===== config.mk =====
export PLATFORM = sky130hd
export DESIGN_NAME = abae_ctrl
export DESIGN_NICKNAME = d
export VERILOG_FILES = /design/src/hw/rtl/abae_pkg.sv /design/src/hw/rtl/abae_ctrl.sv
export SDC_FILE = /design/constraint.sdc
export NUM_CORES = 1
export LEC_CHECK = 0
export ABC_CLOCK_PERIOD_IN_PS = 2900
export BUFFER_PORTS_ARGS = -buffer_cell sky130_fd_sc_hd__buf_2
export CORE_MARGIN = 5
export CORE_UTILIZATION = 48
export DETAILED_ROUTE_END_ITERATION = 12
export GPL_TIMING_DRIVEN = 1
export HOLD_SLACK_MARGIN = 0.12
export PLACE_DENSITY = 0.86
export SLEW_MARGIN = 25
export SYNTH_ARGS = -nofsm -noshare
export SYNTH_HDL_FRONTEND = slang
export SYNTH_SLANG_ARGS = --single-unit

===== constraint.sdc =====
create_clock -name aclk -period 2.9 [get_ports aclk]
set_input_delay 0.145 -clock aclk [delete_from_list [all_inputs] [get_ports aclk]]
set_output_delay 0.145 -clock aclk [all_outputs]
set_load 0.02 [all_outputs]

===== src/hw/rtl/abae_pkg.sv =====
// Shared constants, opcodes and controller/datapath interface types.
`default_nettype none
package abae_pkg;
    localparam int RANGE_BITS   = 16;
    localparam int NUM_CONTEXTS = 64;
    localparam int COUNT_BITS   = 16;

    localparam int BW      = RANGE_BITS + 1;               // interval bound width
    localparam int CTX_W   = 6;                            // context_index field width
    localparam int CTX_AW  = $clog2(NUM_CONTEXTS);         // context memory address width
    localparam int CFG_W   = 16;                           // config register width
    localparam int RUN_W   = 16;                           // follow_run width
    localparam int DIV_NW  = COUNT_BITS + RANGE_BITS + 2;  // divider numerator width
    localparam int DIV_DW  = COUNT_BITS + 1;               // divider denominator width
    localparam int K_W     = $clog2(RANGE_BITS + 2);       // renorm step counter width

    localparam logic [1:0] OP_ENCODE = 2'd0;
    localparam logic [1:0] OP_FINISH = 2'd1;
    localparam logic [1:0] OP_RESET  = 2'd2;
    localparam logic [1:0] OP_UNUSED = 2'd3;

    localparam logic [CFG_W-1:0] RST_INITIAL_TOTAL = 16'd64;
    localparam logic [CFG_W-1:0] RST_RESCALE_TOTAL = 16'd32;

    typedef struct packed {
        logic item_ld;      // latch accepted input beat
        logic rd_ctx;       // read context memory at item context
        logic rd_idx;       // read context memory at sweep index
        logic div_enc;      // start split-point division
        logic div_resc;     // start rescale division
        logic mul;          // register diff * p
        logic bnd;          // update bounds, write context counts
        logic ren_step;     // one renormalization step
        logic fin_ld;       // load flush working values
        logic fin_step;     // one flush digit
        logic push_final;   // push held result with last
        logic sw_clr;       // clear sweep index
        logic sw_wr_load;   // write loaded counts at sweep index
        logic sw_wr_resc;   // write rescaled counts at sweep index
        logic intv_rst;     // reset interval and pending count
    } abae_cmd_t;

    typedef struct packed {
        logic [1:0] op;
        logic       div_done;
        logic       ren_act;
        logic       ren_emit;
        logic       fin_act;
        logic       hold_busy;
        logic       out_free;
        logic       sw_last;
    } abae_stat_t;
endpackage
`default_nettype wire


===== src/hw/rtl/abae_ctrl.sv =====
// Sequencer for encode, flush, rescale sweep and counter load.
`default_nettype none
module abae_ctrl (
    input  wire                    aclk,
    input  wire                    aresetn,
    input  wire                    in_valid,
    input  wire [1:0]              in_op,
    output logic                   in_ready,
    input  abae_pkg::abae_stat_t   stat,
    output abae_pkg::abae_cmd_t    cmd
);
    localparam logic [3:0] S_IDLE   = 4'd0;
    localparam logic [3:0] S_RD     = 4'd1;
    localparam logic [3:0] S_DIV    = 4'd2;
    localparam logic [3:0] S_DWAIT  = 4'd3;
    localparam logic [3:0] S_MUL    = 4'd4;
    localparam logic [3:0] S_BND    = 4'd5;
    localparam logic [3:0] S_REN    = 4'd6;
    localparam logic [3:0] S_FSTEP  = 4'd7;
    localparam logic [3:0] S_FINAL  = 4'd8;
    localparam logic [3:0] S_LOAD   = 4'd9;
    localparam logic [3:0] S_SWRD   = 4'd10;
    localparam logic [3:0] S_SWDIV  = 4'd11;
    localparam logic [3:0] S_SWWAIT = 4'd12;
    localparam logic [3:0] S_SWWR   = 4'd13;

    logic [3:0] state_reg, state_next;

    always_ff @(posedge aclk) begin
        if (!aresetn) state_reg <= S_IDLE;
        else          state_reg <= state_next;
    end

    always_comb begin
        cmd        = '0;
        state_next = state_reg;
        in_ready   = 1'b0;
        case (state_reg)
            S_IDLE: begin
                in_ready = 1'b1;
                if (in_valid) begin
                    cmd.item_ld = 1'b1;
                    case (in_op)
                        abae_pkg::OP_ENCODE: state_next = S_RD;
                        abae_pkg::OP_FINISH: begin
                            cmd.fin_ld = 1'b1;
                            state_next = S_FSTEP;
                        end
                        abae_pkg::OP_RESET: begin
                            cmd.sw_clr = 1'b1;
                            state_next = S_LOAD;
                        end
                        default: state_next = S_FINAL;
                    endcase
                end
            end
            S_RD: begin
                cmd.rd_ctx = 1'b1;
                state_next = S_DIV;
            end
            S_DIV: begin
                cmd.div_enc = 1'b1;
                state_next  = S_DWAIT;
            end
            S_DWAIT: if (stat.div_done) state_next = S_MUL;
            S_MUL: begin
                cmd.mul    = 1'b1;
                state_next = S_BND;
            end
            S_BND: begin
                cmd.bnd    = 1'b1;
                state_next = S_REN;
            end
            S_REN: begin
                if (!stat.ren_act) state_next = S_FINAL;
                else if (!(stat.ren_emit && stat.hold_busy)) cmd.ren_step = 1'b1;
            end
            S_FSTEP: begin
                if (!stat.fin_act) state_next = S_FINAL;
                else if (!stat.hold_busy) cmd.fin_step = 1'b1;
            end
            S_FINAL: begin
                if (stat.out_free) begin
                    cmd.push_final = 1'b1;
                    if (stat.op == abae_pkg::OP_FINISH) begin
                        cmd.sw_clr = 1'b1;
                        state_next = S_SWRD;
                    end else begin
                        state_next = S_IDLE;
                    end
                end
            end
            S_LOAD: begin
                cmd.sw_wr_load = 1'b1;
                if (stat.sw_last) state_next = S_FINAL;
            end
            S_SWRD: begin
                cmd.rd_idx = 1'b1;
                state_next = S_SWDIV;
            end
            S_SWDIV: begin
                cmd.div_resc = 1'b1;
                state_next   = S_SWWAIT;
            end
            S_SWWAIT: if (stat.div_done) state_next = S_SWWR;
            S_SWWR: begin
                cmd.sw_wr_resc = 1'b1;
                if (stat.sw_last) begin
                    cmd.intv_rst = 1'b1;
                    state_next   = S_IDLE;
                end else begin
                    state_next = S_SWRD;
                end
            end
            default: state_next = S_IDLE;
        endcase
    end
endmodule
`default_nettype wire


[After elaboration in Yosys (flattened, before gate mapping)]
Index checks and enable logic that the tools add are counted.
Widths: inputs -> output; s select.
Word-level totals
  register bits: 4
  latch bits: 0
  RAM bits: 0
  bits in read-only memories: 0
  bits of input ports: 14
  output and inout bits: 16
  memories kept: 0
Operators by class
  add/subtract/negate cells: 0
  $mul: 0
  divide/modulo/power cells: 0
  order comparisons: 0
  equality and inequality tests: 23
  shift-type cells: 0
  multiplexer cells: 38
  bitwise logic cells: 0
  reduce and logical (&&, ||, !) cells: 4
Operator list (number)
  $pmux 4 s14: 1
  $mux 4: 9
  $eq 4x4->1 const B: 6
  $mux 1: 24
  $eq 4x3->1 const B: 4
  $ne 2x2->1 const B: 7
  $pmux 4 s3: 1
  $eq 4x2->1 const B: 2
  $reduce_and 7->1: 1
  $eq 2x1->1 const B: 2
  $eq 4x1->1 const B: 1
  $logic_not 4->1: 1
  $mux 2: 2
  $eq 2x2->1 const B: 1
  $logic_not 2->1: 1
  $pmux 1 s2: 1
  $logic_and 1x1->1: 1

[Depth between registers and ports, before layout]
  depth after elaboration: 4
  gate-level depth with buffers: 6
  mapped depth without buffers: 5

[Least setup slack after synthesis]
OpenSTA, ideal clock, no wires.
  kind: flip-flop to output port
  start: register state_reg[1]
  end: output cmd[3] in the netlist's numbering
  arrival time: 1.835 ns
  setup slack: 0.920 ns
  stages on the path, launching flop included: 6
  cell sequence: dfxtp_1 > buf_6 > buf_2 > nor4_2 > nand2_1 > o32ai_1
RTL lines
  start, declared: RTL line abae_ctrl.sv:27  | logic [3:0] state_reg, state_next;
  start signal, assigned: RTL line abae_ctrl.sv:31  | else state_reg <= state_next;
  end, declared: RTL line abae_ctrl.sv:10  | output abae_pkg::abae_cmd_t cmd

==> results.yml <==
hold_path:
  hp-class: "in -> reg"
  hold_path_depth: 2
clock_network:
  htree_levels: 1
  cts.sinks: 4
  clockBufferDepth: 2
  cts_tree: "built"
  numCtsBuffers: 3
  cts_resized: 0
  clkLatencyLatePin_ps: 240
  cts.reportedPaths.clkPinSlew_ps: 30
  postCtsHoldBufs: 0
  cts_root_buf: "clkbuf_4"
  post_cts_buffers: 0
timing:
  slew_headroom_pct: 48.9
  fmax_mhz: 469
  fin_tns_setup_ps: 0
  hold_viol_final: 0
  worst_pin_slew_ps: 765
  setup_viol: 0
  rsz0062_at_grt: "false"
  period_share_pct: 73.5
  finClkSkew_ps: 6.26
  drv_slew: 0
  fin_ws_ps: 770
  period_needed_ps: 2130
final_layout:
  syn_to_final_growth_pct: 20.7
  final_common_cell: "buf_2"
  drive_gt1_share_pct: 36.4
  largest_reg_flops: 4
  final_nets: 123
  final_cell_mix: "buf_2, inv_1, nor2_1"
  stdcell_count: 122
  antenna_cells: 0
  final_area_sq_um: 758
worst_setup_path:
  r2r-end: "state_reg[2]"
  crit_family: "flip-flops"
  crit_start: "state_reg[2]"
  worst-path-stages: 4
  slowest_stage: "dfxtp_1"
  r2r-start: "state_reg[0]"
  worstRegToRegCells: 5
  slowest_delay_ps: 760
  worst-setup-path-type: "reg -> out"
  path_max_fanout: 20
  critPathBufInv: 1
  reg2reg_slack_ps: 860
  cp-end-kind: "output port"
  critPathCapture: "cmd[7]"
  cp.required_ps: 2760
  arrival_ps: 1990
  start_kind: "flip-flop"
  path_cells: "nand2_1 -> nor4_1 -> a21boi_1 -> buf_2"
floorplan:
  std_cell_rows: 13
  initial_core_util_pct: 49.5
  die_width_microns: 46.2
  dieArea_sq_um: 2130
  design.core.area_sq_um: 1270
  io_pins: 30
  die-height_microns: 46.2
power_and_ir_drop:
  power_density_nw_per_um2: 1070
  power.static_leakage_nw: 0.375
  ir_drop_v: 0.000554
  finalPower_w: 0.000811
synth:
  syn_inst: 83
  avgSynthCellArea_sq_um: 7.57
  synth_ff_type: "dfxtp_1"
  syn_nets: 97
  async_flop_share_pct: 0
  synth_edf_count: 0
  synth-seq-cells: 4
  ys_types: 39
  syn_area_sq_um: 628
  yosysSeqAreaShare_pct: 12.7
  yosys_warnings: 0
place:
  dp_cells: 119
  gp_congestion: 0.845
  portBuffers: 29
  postPlaceCellArea_sq_um: 736
  place_hpwl_microns: 1220
  place_ws_ps: 891
grt:
  grt_overflow: 0
  grt_pass1_vias: 605
  grt_pass1_wl_microns: 2640
  grt_max_degree: 22
  grt_usage_pct: 16.7
  antenna_found_initial: 0
routing:
  post_drt_via_cell_ratio: 5.57
  ant_nets: 0
  wl_microns: 1610
  wire_per_inst_microns: 13.2
  drc: 0
  drt-pass1-iter-count: 4
  num_vias: 679
  drt_iter0_drc: 12
status:
  status: "finished, final reports clean"
flow_run:
  drv_cap: 0
## report_power, final
group	switching, W	total [W]	internal, W
registers	0.000134	0.000216	0.0000818
logic	0.000276	0.000524	0.000248
clock network	0.0000244	0.0000708	0.0000464
## layer usage
layer  share of wire, %  wire, microns  vias up  track usage (%)
met5                  0              0        -                0
met4                1.3             21        0             5.11
met3                7.8            126        2             1.17
met2                 45            729       31             28.0
met1                 45            731      293             22.5
li1                   -              -      353                -
## cells in the mapped netlist, drive strengths merged (2+ instances only)
library cell	instances	area, sq um
inv	9	33.8
nor2	8	30.0
buf	6	48.8
a21oi	5	25.0
nor3	5	25.0
dfxtp	4	80.1
nand2	4	15.0
nand2b	4	32.5
mux2i	3	30.0
nor2b	3	18.8
nor4	3	25.0
a211oi	2	15.0
a32oi	2	17.5
and3	2	17.5
clkbuf	2	7.51
o22ai	2	18.8
o32ai	2	17.5
## kinds of logic after synthesis
group / after synthesis / share of synthesized area (%)
AO/OA/AOI/OAI: 22 / 32.1
buffers and inverters: 17 / 14.3
flip-flops: 4 / 12.7
multiplexers: 3 / 4.78
AND/OR/NAND/NOR: 37 / 36.1
## final cells by class
cell class / count / area [sq um]
well taps: 15 / 18.8
multi-input cells: 62 / 458
repair buffers: 29 / 145
clock buffers: 3 / 22.5
fillers: 128 / 510
flip-flops and latches: 4 / 80.1
inverters: 9 / 33.8
## through the flow
| step | hold slack (ps) | utilization (%) |
|---|---|---|
| after floorplan | 273 | - |
| after global placement | 429 | 58.0 |
| after detailed placement | 441 | 58.0 |
| after CTS | 193 | 59.8 |
| after global routing | 204 | 59.8 |
| final | 198 | 59.8 |
## how the worst min path moves through the flow
stage,from,to,slack (ps)
finish,aresetn,state_reg[2],200
detailed placement,aresetn,state_reg[2],440
CTS,aresetn,state_reg[2],190
global placement,aresetn,state_reg[2],430
floorplan,aresetn,state_reg[0],270
global route,aresetn,state_reg[2],200
Note: power is estimated with default switching activity, not from simulation.
