$ cat src/hw/rtl/abae_pkg.sv
// Shared constants, opcodes and controller/datapath interface types.
`default_nettype none
package abae_pkg;
    localparam int RANGE_BITS   = 16;
    localparam int NUM_CONTEXTS = 64;
    localparam int COUNT_BITS   = 16;

    localparam int BW      = RANGE_BITS + 1;               // interval bound width
    localparam int CTX_W   = 6;                            // context_index field width
    localparam int CTX_AW  = $clog2(NUM_CONTEXTS);         // context memory address width
    localparam int CFG_W   = 16;                           // config register width
    localparam int RUN_W   = 16;                           // follow_run width
    localparam int DIV_NW  = COUNT_BITS + RANGE_BITS + 2;  // divider numerator width
    localparam int DIV_DW  = COUNT_BITS + 1;               // divider denominator width
    localparam int K_W     = $clog2(RANGE_BITS + 2);       // renorm step counter width

    localparam logic [1:0] OP_ENCODE = 2'd0;
    localparam logic [1:0] OP_FINISH = 2'd1;
    localparam logic [1:0] OP_RESET  = 2'd2;
    localparam logic [1:0] OP_UNUSED = 2'd3;

    localparam logic [CFG_W-1:0] RST_INITIAL_TOTAL = 16'd64;
    localparam logic [CFG_W-1:0] RST_RESCALE_TOTAL = 16'd32;

    typedef struct packed {
        logic item_ld;      // latch accepted input beat
        logic rd_ctx;       // read context memory at item context
        logic rd_idx;       // read context memory at sweep index
        logic div_enc;      // start split-point division
        logic div_resc;     // start rescale division
        logic mul;          // register diff * p
        logic bnd;          // update bounds, write context counts
        logic ren_step;     // one renormalization step
        logic fin_ld;       // load flush working values
        logic fin_step;     // one flush digit
        logic push_final;   // push held result with last
        logic sw_clr;       // clear sweep index
        logic sw_wr_load;   // write loaded counts at sweep index
        logic sw_wr_resc;   // write rescaled counts at sweep index
        logic intv_rst;     // reset interval and pending count
    } abae_cmd_t;

    typedef struct packed {
        logic [1:0] op;
        logic       div_done;
        logic       ren_act;
        logic       ren_emit;
        logic       fin_act;
        logic       hold_busy;
        logic       out_free;
        logic       sw_last;
    } abae_stat_t;
endpackage
`default_nettype wire

$ cat src/hw/rtl/abae_div.sv
// Restoring radix-2 divider, one quotient bit per cycle.
`default_nettype none
module abae_div (
    input  wire                          aclk,
    input  wire                          aresetn,
    input  wire                          start,
    input  wire [abae_pkg::DIV_NW-1:0]   num,
    input  wire [abae_pkg::DIV_DW-1:0]   den,
    output logic [abae_pkg::DIV_NW-1:0]  quo,
    output logic                         done
);
    localparam int NW  = abae_pkg::DIV_NW;
    localparam int DW  = abae_pkg::DIV_DW;
    localparam int CW  = $clog2(NW + 1);

    logic [CW-1:0] cnt_reg;
    logic [NW-1:0] q_reg;
    logic [DW-1:0] rem_reg, den_reg;
    logic          done_reg;
    logic [DW:0]   trial;
    logic          qbit;

    always_comb begin
        trial = {rem_reg, q_reg[NW-1]};
        qbit  = (trial >= {1'b0, den_reg});
    end

    always_ff @(posedge aclk) begin
        if (!aresetn) begin
            cnt_reg  <= '0;
            done_reg <= 1'b0;
        end else if (start) begin
            cnt_reg  <= CW'(NW);
            done_reg <= 1'b0;
        end else if (cnt_reg != '0) begin
            cnt_reg <= cnt_reg - 1'b1;
            if (cnt_reg == CW'(1)) done_reg <= 1'b1;
        end
    end

    always_ff @(posedge aclk) begin
        if (start) begin
            q_reg   <= num;
            rem_reg <= '0;
            den_reg <= den;
        end else if (cnt_reg != '0) begin
            q_reg   <= {q_reg[NW-2:0], qbit};
            rem_reg <= qbit ? DW'(trial - {1'b0, den_reg}) : trial[DW-1:0];
        end
    end

    assign quo  = q_reg;
    assign done = done_reg;
endmodule
`default_nettype wire

$ cat src/hw/rtl/abae_datapath.sv
// Coder datapath: interval, context memory, divider, result hold and output register.
`default_nettype none
module abae_datapath (
    input  wire                             aclk,
    input  wire                             aresetn,
    input  abae_pkg::abae_cmd_t             cmd,
    output abae_pkg::abae_stat_t            stat,
    input  wire [1:0]                       in_op,
    input  wire                             in_bit,
    input  wire [abae_pkg::CTX_W-1:0]       in_ctx,
    input  wire [abae_pkg::CFG_W-1:0]       initial_total,
    input  wire [abae_pkg::CFG_W-1:0]       rescale_total,
    output logic                            out_valid,
    input  wire                             out_ready,
    output logic                            out_has,
    output logic                            out_lead,
    output logic [abae_pkg::RUN_W-1:0]      out_run,
    output logic                            out_last
);
    localparam int R   = abae_pkg::RANGE_BITS;
    localparam int BW  = abae_pkg::BW;
    localparam int CB  = abae_pkg::COUNT_BITS;
    localparam int AW  = abae_pkg::CTX_AW;
    localparam int NC  = abae_pkg::NUM_CONTEXTS;
    localparam int NW  = abae_pkg::DIV_NW;
    localparam int DW  = abae_pkg::DIV_DW;
    localparam int RW  = abae_pkg::RUN_W;
    localparam int KW  = abae_pkg::K_W;
    localparam logic [BW-1:0] RMAX  = BW'(1) << R;
    localparam logic [BW-1:0] HALF  = BW'(1) << (R - 1);
    localparam logic [BW-1:0] QTR1  = BW'(1) << (R - 2);
    localparam logic [BW-1:0] QTR3  = HALF + QTR1;
    localparam logic [CB-1:0] CMAX  = '1;
    localparam logic [RW-1:0] RUNMAX = '1;

    // item and interval state
    logic [1:0]          op_reg;
    logic                bit_reg;
    logic [AW-1:0]       ctx_reg;
    logic [BW-1:0]       lo_reg, hi_reg;
    logic [RW-1:0]       pend_reg;
    logic [KW-1:0]       k_reg;
    logic [CB-1:0]       z_reg, t_reg;
    logic [2*BW-1:0]     prod_reg;
    logic signed [BW:0]  flo_reg, fhi_reg;
    logic [BW-1:0]       val_reg;
    logic                fdone_reg;
    logic [AW-1:0]       idx_reg;

    // context memory
    logic [2*CB-1:0]     mem [NC];
    logic [NC-1:0]       vld_reg;
    logic [2*CB-1:0]     rd_q_reg;
    logic                rd_v_reg;

    // result hold and output
    logic                hold_v_reg, hold_b_reg;
    logic [RW-1:0]       hold_r_reg;
    logic                m_v_reg, m_h_reg, m_b_reg, m_l_reg;
    logic [RW-1:0]       m_r_reg;

    logic [AW-1:0]       ctx_clamp, rd_addr, wr_addr;
    logic                wr_en;
    logic [2*CB-1:0]     wr_data;
    logic [CB-1:0]       z_mem, t_mem, t_eff;
    logic                div_start, div_done;
    logic [NW-1:0]       div_num, div_q;
    logic [DW-1:0]       div_den;
    logic [BW-1:0]       p_clamp, diff, add_raw, add_c;
    logic                c1, c2, c3, out_free;
    logic                emit_en, emit_b;
    logic [RW-1:0]       emit_r;
    logic [NW-1:0]       rq_c;
    logic [CB-1:0]       z_upd, t_upd;

    always_comb begin
        if ({1'b0, in_ctx} >= (abae_pkg::CTX_W + 1)'(NC)) ctx_clamp = AW'(NC - 1);
        else                                               ctx_clamp = AW'(in_ctx);
    end

    // memory read, registered
    assign rd_addr = cmd.rd_idx ? idx_reg : ctx_reg;
    always_ff @(posedge aclk) begin
        if (cmd.rd_ctx || cmd.rd_idx) begin
            rd_q_reg <= mem[rd_addr];
            rd_v_reg <= vld_reg[rd_addr];
        end
        if (wr_en) mem[wr_addr] <= wr_data;
    end

    always_comb begin
        z_mem = rd_v_reg ? rd_q_reg[CB-1:0]    : CB'(abae_pkg::RST_INITIAL_TOTAL >> 1);
        t_mem = rd_v_reg ? rd_q_reg[2*CB-1:CB] : CB'(abae_pkg::RST_INITIAL_TOTAL);
        t_eff = (t_mem == '0) ? CB'(1) : t_mem;
    end

    // divider operands
    assign div_start = cmd.div_enc | cmd.div_resc;
    always_comb begin
        if (cmd.div_resc) begin
            div_num = NW'(z_mem * rescale_total);
            div_den = DW'(t_eff);
        end else begin
            div_num = (NW'(z_mem) << (R + 1)) + NW'(t_eff);
            div_den = {t_eff, 1'b0};
        end
    end

    abae_div u_div (
        .aclk    (aclk),
        .aresetn (aresetn),
        .start   (div_start),
        .num     (div_num),
        .den     (div_den),
        .quo     (div_q),
        .done    (div_done)
    );

    always_comb begin
        p_clamp = (div_q > NW'(RMAX)) ? RMAX : div_q[BW-1:0];
        diff    = hi_reg - lo_reg;
        add_raw = BW'(prod_reg >> R);
        if (add_raw == '0)       add_c = BW'(1);
        else if (add_raw == diff) add_c = diff - 1'b1;
        else                     add_c = add_raw;
        z_upd = (!bit_reg && z_reg != CMAX) ? z_reg + 1'b1 : z_reg;
        t_upd = (t_reg != CMAX) ? t_reg + 1'b1 : t_reg;
        rq_c  = (div_q == '0) ? NW'(1) : div_q;
        if (rq_c >= NW'(rescale_total))
            rq_c = (rescale_total != '0) ? NW'(rescale_total - 1'b1) : '0;
    end

    // renormalization conditions
    always_comb begin
        c1 = (hi_reg <= HALF);
        c2 = (lo_reg >= HALF);
        c3 = (lo_reg >= QTR1) && (hi_reg <= QTR3);
    end

    // memory write port
    always_comb begin
        wr_en   = cmd.bnd | cmd.sw_wr_load | cmd.sw_wr_resc;
        wr_addr = cmd.bnd ? ctx_reg : idx_reg;
        if (cmd.bnd)
            wr_data = {t_upd, z_upd};
        else if (cmd.sw_wr_load)
            wr_data = {CB'(initial_total), CB'(initial_total >> 1)};
        else
            wr_data = {CB'(rescale_total),
                       (rq_c > NW'(CMAX)) ? CMAX : rq_c[CB-1:0]};
    end

    always_ff @(posedge aclk) begin
        if (!aresetn) vld_reg <= '0;
        else if (wr_en) vld_reg[wr_addr] <= 1'b1;
    end

    // result emission
    always_comb begin
        emit_en = 1'b0;
        emit_b  = 1'b0;
        emit_r  = '0;
        if (cmd.ren_step && (c1 || c2)) begin
            emit_en = 1'b1;
            emit_b  = !c1;
            emit_r  = pend_reg;
        end else if (cmd.fin_step) begin
            emit_en = 1'b1;
            emit_b  = (pend_reg != '0) || ($signed({1'b0, val_reg}) < fhi_reg);
        end
    end

    assign out_free = !m_v_reg || out_ready;

    always_ff @(posedge aclk) begin
        if (!aresetn) begin
            hold_v_reg <= 1'b0;
            m_v_reg    <= 1'b0;
        end else begin
            if (emit_en) begin
                hold_v_reg <= 1'b1;
                hold_b_reg <= emit_b;
                hold_r_reg <= emit_r;
            end else if (cmd.push_final) begin
                hold_v_reg <= 1'b0;
            end
            if ((emit_en && hold_v_reg) || cmd.push_final) begin
                m_v_reg <= 1'b1;
                m_h_reg <= hold_v_reg;
                m_b_reg <= hold_v_reg & hold_b_reg;
                m_r_reg <= hold_v_reg ? hold_r_reg : '0;
                m_l_reg <= cmd.push_final;
            end else if (out_ready) begin
                m_v_reg <= 1'b0;
            end
        end
    end

    // interval and working registers
    always_ff @(posedge aclk) begin
        if (!aresetn) begin
            lo_reg   <= '0;
            hi_reg   <= RMAX;
            pend_reg <= '0;
        end else begin
            if (cmd.bnd) begin
                if (!bit_reg) hi_reg <= lo_reg + add_c;
                else          lo_reg <= lo_reg + add_c;
            end
            if (cmd.ren_step) begin
                if (c1) begin
                    pend_reg <= '0;
                    lo_reg   <= lo_reg << 1;
                    hi_reg   <= hi_reg << 1;
                end else if (c2) begin
                    pend_reg <= '0;
                    lo_reg   <= (lo_reg - HALF) << 1;
                    hi_reg   <= (hi_reg - HALF) << 1;
                end else begin
                    if (pend_reg != RUNMAX) pend_reg <= pend_reg + 1'b1;
                    lo_reg   <= (lo_reg - QTR1) << 1;
                    hi_reg   <= (hi_reg - QTR1) << 1;
                end
            end
            if (cmd.intv_rst) begin
                lo_reg   <= '0;
                hi_reg   <= RMAX;
                pend_reg <= '0;
            end
        end
    end

    always_ff @(posedge aclk) begin
        if (cmd.item_ld) begin
            op_reg  <= in_op;
            bit_reg <= in_bit;
            ctx_reg <= ctx_clamp;
        end
        if (cmd.div_enc) begin
            z_reg <= z_mem;
            t_reg <= t_mem;
        end
        if (cmd.mul) prod_reg <= diff * p_clamp;
        if (cmd.bnd) k_reg <= '0;
        else if (cmd.ren_step) k_reg <= k_reg + 1'b1;
        if (cmd.fin_ld) begin
            flo_reg   <= $signed({1'b0, lo_reg});
            fhi_reg   <= $signed({1'b0, hi_reg});
            val_reg   <= HALF;
            fdone_reg <= 1'b0;
        end else if (cmd.fin_step) begin
            if (pend_reg != '0) begin
                fdone_reg <= 1'b1;
            end else begin
                if ($signed({1'b0, val_reg}) < fhi_reg) begin
                    flo_reg <= flo_reg - $signed({1'b0, val_reg});
                    fhi_reg <= fhi_reg - $signed({1'b0, val_reg});
                end
                val_reg <= val_reg >> 1;
            end
        end
        if (cmd.sw_clr) idx_reg <= '0;
        else if (cmd.sw_wr_load || cmd.sw_wr_resc) idx_reg <= idx_reg + 1'b1;
    end

    always_comb begin
        stat.op        = op_reg;
        stat.div_done  = div_done;
        stat.ren_act   = (k_reg <= KW'(R)) && (c1 || c2 || c3);
        stat.ren_emit  = c1 || c2;
        stat.fin_act   = (pend_reg != '0) ? !fdone_reg
                                          : ((flo_reg > 0) && (val_reg != '0));
        stat.hold_busy = hold_v_reg && !out_free;
        stat.out_free  = out_free;
        stat.sw_last   = (idx_reg == AW'(NC - 1));
    end

    assign out_valid = m_v_reg;
    assign out_has   = m_h_reg;
    assign out_lead  = m_b_reg;
    assign out_run   = m_r_reg;
    assign out_last  = m_l_reg;
endmodule
`default_nettype wire

$ cat config.mk
export PLATFORM = sky130hd
export DESIGN_NAME = abae_datapath
export DESIGN_NICKNAME = d
export VERILOG_FILES = /design/src/hw/rtl/abae_pkg.sv /design/src/hw/rtl/abae_div.sv /design/src/hw/rtl/abae_datapath.sv
export SDC_FILE = /design/constraint.sdc
export NUM_CORES = 2
export LEC_CHECK = 0
export BUFFER_PORTS_ARGS = -buffer_cell sky130_fd_sc_hd__buf_2
export CAP_MARGIN = 20
export CORE_MARGIN = 5
export CORE_UTILIZATION = 65
export CTS_BUF_LIST = sky130_fd_sc_hd__clkbuf_2 sky130_fd_sc_hd__clkbuf_4 sky130_fd_sc_hd__clkbuf_8
export CTS_CLUSTER_DIAMETER = 60
export CTS_CLUSTER_SIZE = 12
export DETAILED_ROUTE_END_ITERATION = 7
export MAX_ROUTING_LAYER = met4
export PLACE_DENSITY = 0.9
export SLEW_MARGIN = 20
export SYNTH_ARGS = -nofsm -noshare
export SYNTH_HDL_FRONTEND = slang
export SYNTH_SLANG_ARGS = --single-unit
$ cat constraint.sdc
create_clock -name aclk -period 9.9 [get_ports aclk]
set_input_delay 1.485 -clock aclk [delete_from_list [all_inputs] [get_ports aclk]]
set_output_delay 1.485 -clock aclk [all_outputs]
set_load 0.1 [all_outputs]
Word level (Yosys, flattened, before mapping). Memory sizes are Yosys's and may differ from the RTL's. A register that Yosys moved wholly into a read port is not among the register bits. Cells that the tools add are included.

Bits in registers: 366. RAM bits: 2048. Input port bits: 59. Logic and storage cells: 191. Memories kept: 1.

Add/subtract/negate cells: 18. Multiply operators: 2. Order comparisons: 14. Equality and inequality tests: 8. Mux-type cells: 59. Bitwise gates (word level): 7. Reductions and logical operators: 47.

Memory list: mem (words 64, width 32, rd ports 1, clocked after Yosys merged registers in 1, write ports 1, RTL line abae_datapath.sv:51) `logic [2*CB-1:0] mem [NC];`.

Operators by type and width (number): two-way mux 17 bit (22); two-way mux 34 bit (6); two-way mux 16 bit (10); two-way mux 32 bit (2); OR 64 bit (1); adder 16 x 1 -> 16 bit, second input constant (3); inequality test 16 bit, second input constant (3); subtractor 18 x 17 -> 18 bit (2); adder 33 x 16 -> 34 bit (1); >= comparator 34 x 16 -> 1 bit (1); greater-than comparator 34 x 16 -> 1 bit, second input constant (1); greater-than comparator 34 x 17 -> 1 bit, second input constant (1); less-or-equal comparator 17 x 16 -> 1 bit, second input constant (2); logical NOT 34 bit (1); subtractor 17 bit (2); multiplier 17 x 17 -> 33 bit (1); multiplier 16 x 16 -> 32 bit (1); nonzero test 16 bit (2); subtractor 16 x 15 -> 16 bit, second input constant (2); subtractor 16 bit, second input constant (2); two-way mux 6 bit (4); >= comparator 18 x 17 -> 1 bit (1); greater-than comparator 18 x 1 -> 1 bit, second input constant (1); less-than comparator 17 x 18 -> 1 bit (1); other kinds (33) (82).

Logic depth before layout (Yosys ltp).
Depth in word-level cells: 8. Mapped depth: 35. Depth with buffers taken out: 34.

Modules after synthesis. Synthesis repeated with hierarchy kept, for this count alone.

Cell total of the unflattened synthesis: 8246. Area total of the unflattened synthesis: 118651.3 µm².

By module, submodules not included: abae_datapath (instances 1, cells each 7860, area each 114502.3 µm², sequential area each 69256.4 µm²); abae_div (instances 1, cells each 386, area each 4149.0 µm², sequential area each 2011.9 µm²).

Worst setup path after synthesis. No wires, ideal clock.

Kind: flip-flop to flip-flop. From: reg lo_reg[0]. To: reg prod_reg[32] (data pin). Library setup time: 260 ps. Arrival time: 7913 ps. Data required time: 9640 ps. Slack: 1727 ps. Stages on the path, launching flop included: 31. Path buffers: 3. Clock period less this slack: 8173 ps. Path through: dfxtp_1 ha_1 inv_1 fa_1 a211oi_1 o21ai_1 a2111oi_0 or3b_1 clkbuf_1 clkbuf_1 buf_1 nand2_1 fa_1 fa_1 fa_1 fa_1 inv_1 fa_1 inv_1 fa_1 inv_1 ha_1 a21boi_0 o31ai_1 o22ai_1 nand4_1 a311o_1 a311oi_1 a21oi_1 o21bai_1 xnor2_1.

Longest elaborated chain between the ends: 2.

RTL lines: from (decl) (RTL line abae_datapath.sv:40) `logic [BW-1:0] lo_reg, hi_reg;`; from (signal assigned) (RTL line abae_datapath.sv:208) `else lo_reg <= lo_reg + add_c;`; from (signal assigned) (RTL line abae_datapath.sv:213) `lo_reg <= lo_reg << 1;`; from (signal assigned) (RTL line abae_datapath.sv:217) `lo_reg <= (lo_reg - HALF) << 1;`; subtractor 17 bit (RTL line abae_datapath.sv:121) `diff = hi_reg - lo_reg;`; multiplier 17 x 17 -> 33 bit (RTL line abae_datapath.sv:243) `if (cmd.mul) prod_reg <= diff * p_clamp;`; to (signal assigned) (RTL line abae_datapath.sv:243); to (decl) (RTL line abae_datapath.sv:44) `logic [2*BW-1:0] prod_reg;`.

Every way passes these cells. A chain may end at the register's enable or synchronous reset.

Worst setup path after layout.
From: reg u_div.q_reg[17] (netlist: u_div.quo[17]). To: reg prod_reg[32] (data pin).

Longest elaborated chain between the ends: 3.

RTL lines: from (decl) (RTL line abae_div.sv:17) `logic [NW-1:0] q_reg;`; from (signal assigned) (RTL line abae_div.sv:43) `q_reg <= num;`; from (signal assigned) (RTL line abae_div.sv:47) `q_reg <= {q_reg[NW-2:0], qbit};`; greater-than comparator 34 x 17 -> 1 bit (RTL line abae_datapath.sv:120) `p_clamp = (div_q > NW'(RMAX)) ? RMAX : div_q[BW-1:0];`; two-way mux 17 bit (RTL line abae_datapath.sv:120); multiplier 17 x 17 -> 33 bit (RTL line abae_datapath.sv:243).

Every way passes these cells.

==> flow_summary.toml <==
[worst_setup_path]
r2r-end = "prod_reg[32]$_DFFE_PP_"
r2r_cells = 28
slowest_delay_ps = 610
arrival_ps = 9640
critPathLaunch = "u_div.quo[17]$_DFFE_PP_"
cp.required_ps = 10660
critPathCapture = "prod_reg[32]$_DFFE_PP_"
startpoint_type = "register"
reg2reg_setup_slack_ps = 1020
cpMostUsedCell = "fa_1"
crit_fanout = 18
worst-setup-path-type = "reg2reg"
slowest_stage = "or4_1"
worstSetupEndpointType = "register"
r2r-start = "u_div.quo[17]$_DFFE_PP_"

[synth]
synth_edf_count = 2260
synth.area.top_cells = "edfxtp_1 (58%), mux4_2 (10%), fa_1 (7.1%)"
syn_avg_cell_area_um2 = 14.7
synth_flop_cell = "edfxtp_1"
synth_cells = 8009
ys_seq_area_share_pct = 60.4
ys_ff_latch = 2430
yosysMostFrequentCell = "edfxtp_1"
yosysTopAreaCell = "edfxtp_1"
yosysWarnings = 0
async_flop_share_pct = 0
syn_nets = 8807
ys_top_cells_by_count = "edfxtp_1 (2260), nand2_1 (841), inv_1 (626)"
netlist_area_mm2 = 0.118
synth_cell_types = 80
synth_top_area_share_pct = 57.5

[global_route]
grt_pass1_wl_um = 505000
antenna_found_initial = 15
grt_pass1_vias = 76800
grt_usage_pct = 37.4
grt_max_degree = 129
overflow = 0

[route]
via_per_inst = 7.12
firstDrtPassIters = 8
ant_nets = 0
drcViolationCount = 0
avgRoutedWirePerCell_um = 32.7
drt_iter0_drc = 12100
num_vias = 75100
wirelength_um = 345000

[sta]
hold_violations = 0
rsz0062_at_grt = "false"
worstMarginPinSlew_ps = 1380
finalSetupViolCount = 0
setup_slack_ps = 1020
hold_ws_ps = 466
slew_violations = 0
post-route-period-util_pct = 89.7
tns_ps = 0
min_period_ps = 8880
clock_skew_ps = 101
relSlewSlack_pct = 7.48
fmax_mhz = 113

[clock_network]
clkTransAtPathRegs_ps = 80
ctsHoldBuffers = 0
cts_tree = "done"
postCtsSetupRepairBufs = 0
ctsResizeCount = 0
cts.htree.levels = 4
cts_made_buffers = 230
insertion_delay_ps = 1070
clock_sinks = 2430
clk_path_buf_depth = 3
cts_root_buf = "clkbuf_8"

[placed_design]
dp_slack_ps = 1100
gp_congestion = 0.943
placed_area_mm2 = 0.122
placed_cells = 10200
detailed_place_hpwl_um = 205000
io_buffers = 87

[finish]
largest_register_ffs = 2048
drive_gt1_share_pct = 15.8
num-nets-final = 8852
stdcell_area_mm2 = 0.126
fillers = 10400
fin_cells = 10600
area_growth_pct = 7.15

[die]
fp.dieArea_mm2 = 0.190
core_area_mm2 = 0.181
fp.dieW_um = 436
ios = 88
rows = 156
die_height_um = 436
start_util_pct = 65.3

[power]
pwr-share-seq_pct = 48.5
vdd_ir_drop_max_v = 0.000232
power_leakage_uw = 0.0448
switchingPower_uw = 8080
clkPwrFrac_pct = 24.1
p_int_uw = 16900
p_sw_share_pct = 32.4
powerDensity_mw_per_mm2 = 197
comb_power_share_pct = 27.4

[outcome]
outcome = "completed"

[hold_path]
min_path_type = "reg2reg"

[run]
cap_viol_max_count = 0
## layout make-up
class                   count  area [µm²]  area share [%]
flip-flops and latches   2430       71300            56.4
multi-input cells        4501       43600            34.5
clock buffers             313        3790            3.00
well taps                2370        2970            2.35
inverters                 627        2350            1.86
repair buffers            264        1920            1.52
clock inverters            35         419           0.332
diodes                     15        37.5          0.0297
## power by group through the flow
stage | Combinational [µW] | Sequential (µW) | Clock [µW]
6_report | 6830 | 12100 | 6020
3_3_place_gp | 6240 | 12300 | 0
3_5_place_dp | 6570 | 12300 | 0
2_1_floorplan | 4620 | 12200 | 0
5_1_grt | 7360 | 12100 | 6500
4_1_cts | 6670 | 12100 | 6020
## placed cells by master, fill, tap and decap left out, types with 64 or more instances in the layout
cell | netlist | routed
xnor2_1 | 123 | 123
and3_1 | 127 | 127
buf_4 | 2 | 166
o21ai_0 | 158 | 141
nand2_1 | 841 | 841
nor2_4 | 0 | 64
ha_1 | 319 | 319
and2_1 | 211 | 211
nor2_1 | 395 | 331
nor3_1 | 67 | 67
clkbuf_4 | 0 | 83
mux2i_1 | 86 | 82
dfxtp_1 | 170 | 170
mux4_2 | 528 | 528
buf_2 | 7 | 84
inv_1 | 626 | 626
a311oi_1 | 70 | 70
clkbuf_8 | 0 | 231
a21oi_1 | 250 | 242
a31oi_1 | 81 | 78
edfxtp_1 | 2260 | 2260
a211oi_1 | 203 | 200
o21a_1 | 87 | 86
fa_1 | 420 | 420
## metal layers
layer,vias to the layer above,track usage [%],share of wire [%]
met5,-,-,0
met4,0,27.0,9.6
met3,1817,9.84,14
met2,7074,56.9,47
met1,36500,43.6,30
li1,29700,-,-
## critical path, delay by kind of cell, from the launching register on
family / cells / cell delay (ps)
simple gates: 6 / 2070
flops: 1 / 390
fa+ha+maj: 7 / 3290
buf+inv: 5 / 630
xor+xnor: 1 / 80
compound gates: 9 / 2150
## stage by stage
stage / utilization, % / total power [µW]
after global placement: 67.6 / 18500
after global routing: 70.0 / 26000
after detailed placement: 67.6 / 18900
final: 70.0 / 24900
after floorplan: - / 16900
after CTS: 70.0 / 24800
## cell families (layout without fill, tap and decap cells)
group,count (synthesis),after routing,share of synthesized area [%]
AO/OA/AOI/OAI,1018,1018,5.68
adder cells (fa/ha/maj),739,739,10.5
buffers and inverters,1078,1239,3.44
other,0,15,0
XOR/XNOR,186,186,1.45
multiplexers,629,629,11.0
flip-flops,2430,2430,60.4
AND/OR/NAND/NOR,1929,1929,7.55
## worst min path at each step
stage                                    from                              to  slack (ps)  cells after the start
2_1_floorplan  u_div.rem_reg[16]$_SDFFE_PN0P_  u_div.rem_reg[16]$_SDFFE_PN0P_         430                      2
3_3_place_gp   u_div.rem_reg[16]$_SDFFE_PN0P_  u_div.rem_reg[16]$_SDFFE_PN0P_         440                      2
5_1_grt              vld_reg[62]$_SDFFE_PN0N_        vld_reg[62]$_SDFFE_PN0N_         490                      1
3_5_place_dp   u_div.rem_reg[16]$_SDFFE_PN0P_  u_div.rem_reg[16]$_SDFFE_PN0P_         440                      2
6_report             vld_reg[62]$_SDFFE_PN0N_        vld_reg[62]$_SDFFE_PN0N_         470                      1
4_1_cts        u_div.rem_reg[16]$_SDFFE_PN0P_  u_div.rem_reg[16]$_SDFFE_PN0P_         460                      2
Power figures use the tool's default switching activity.
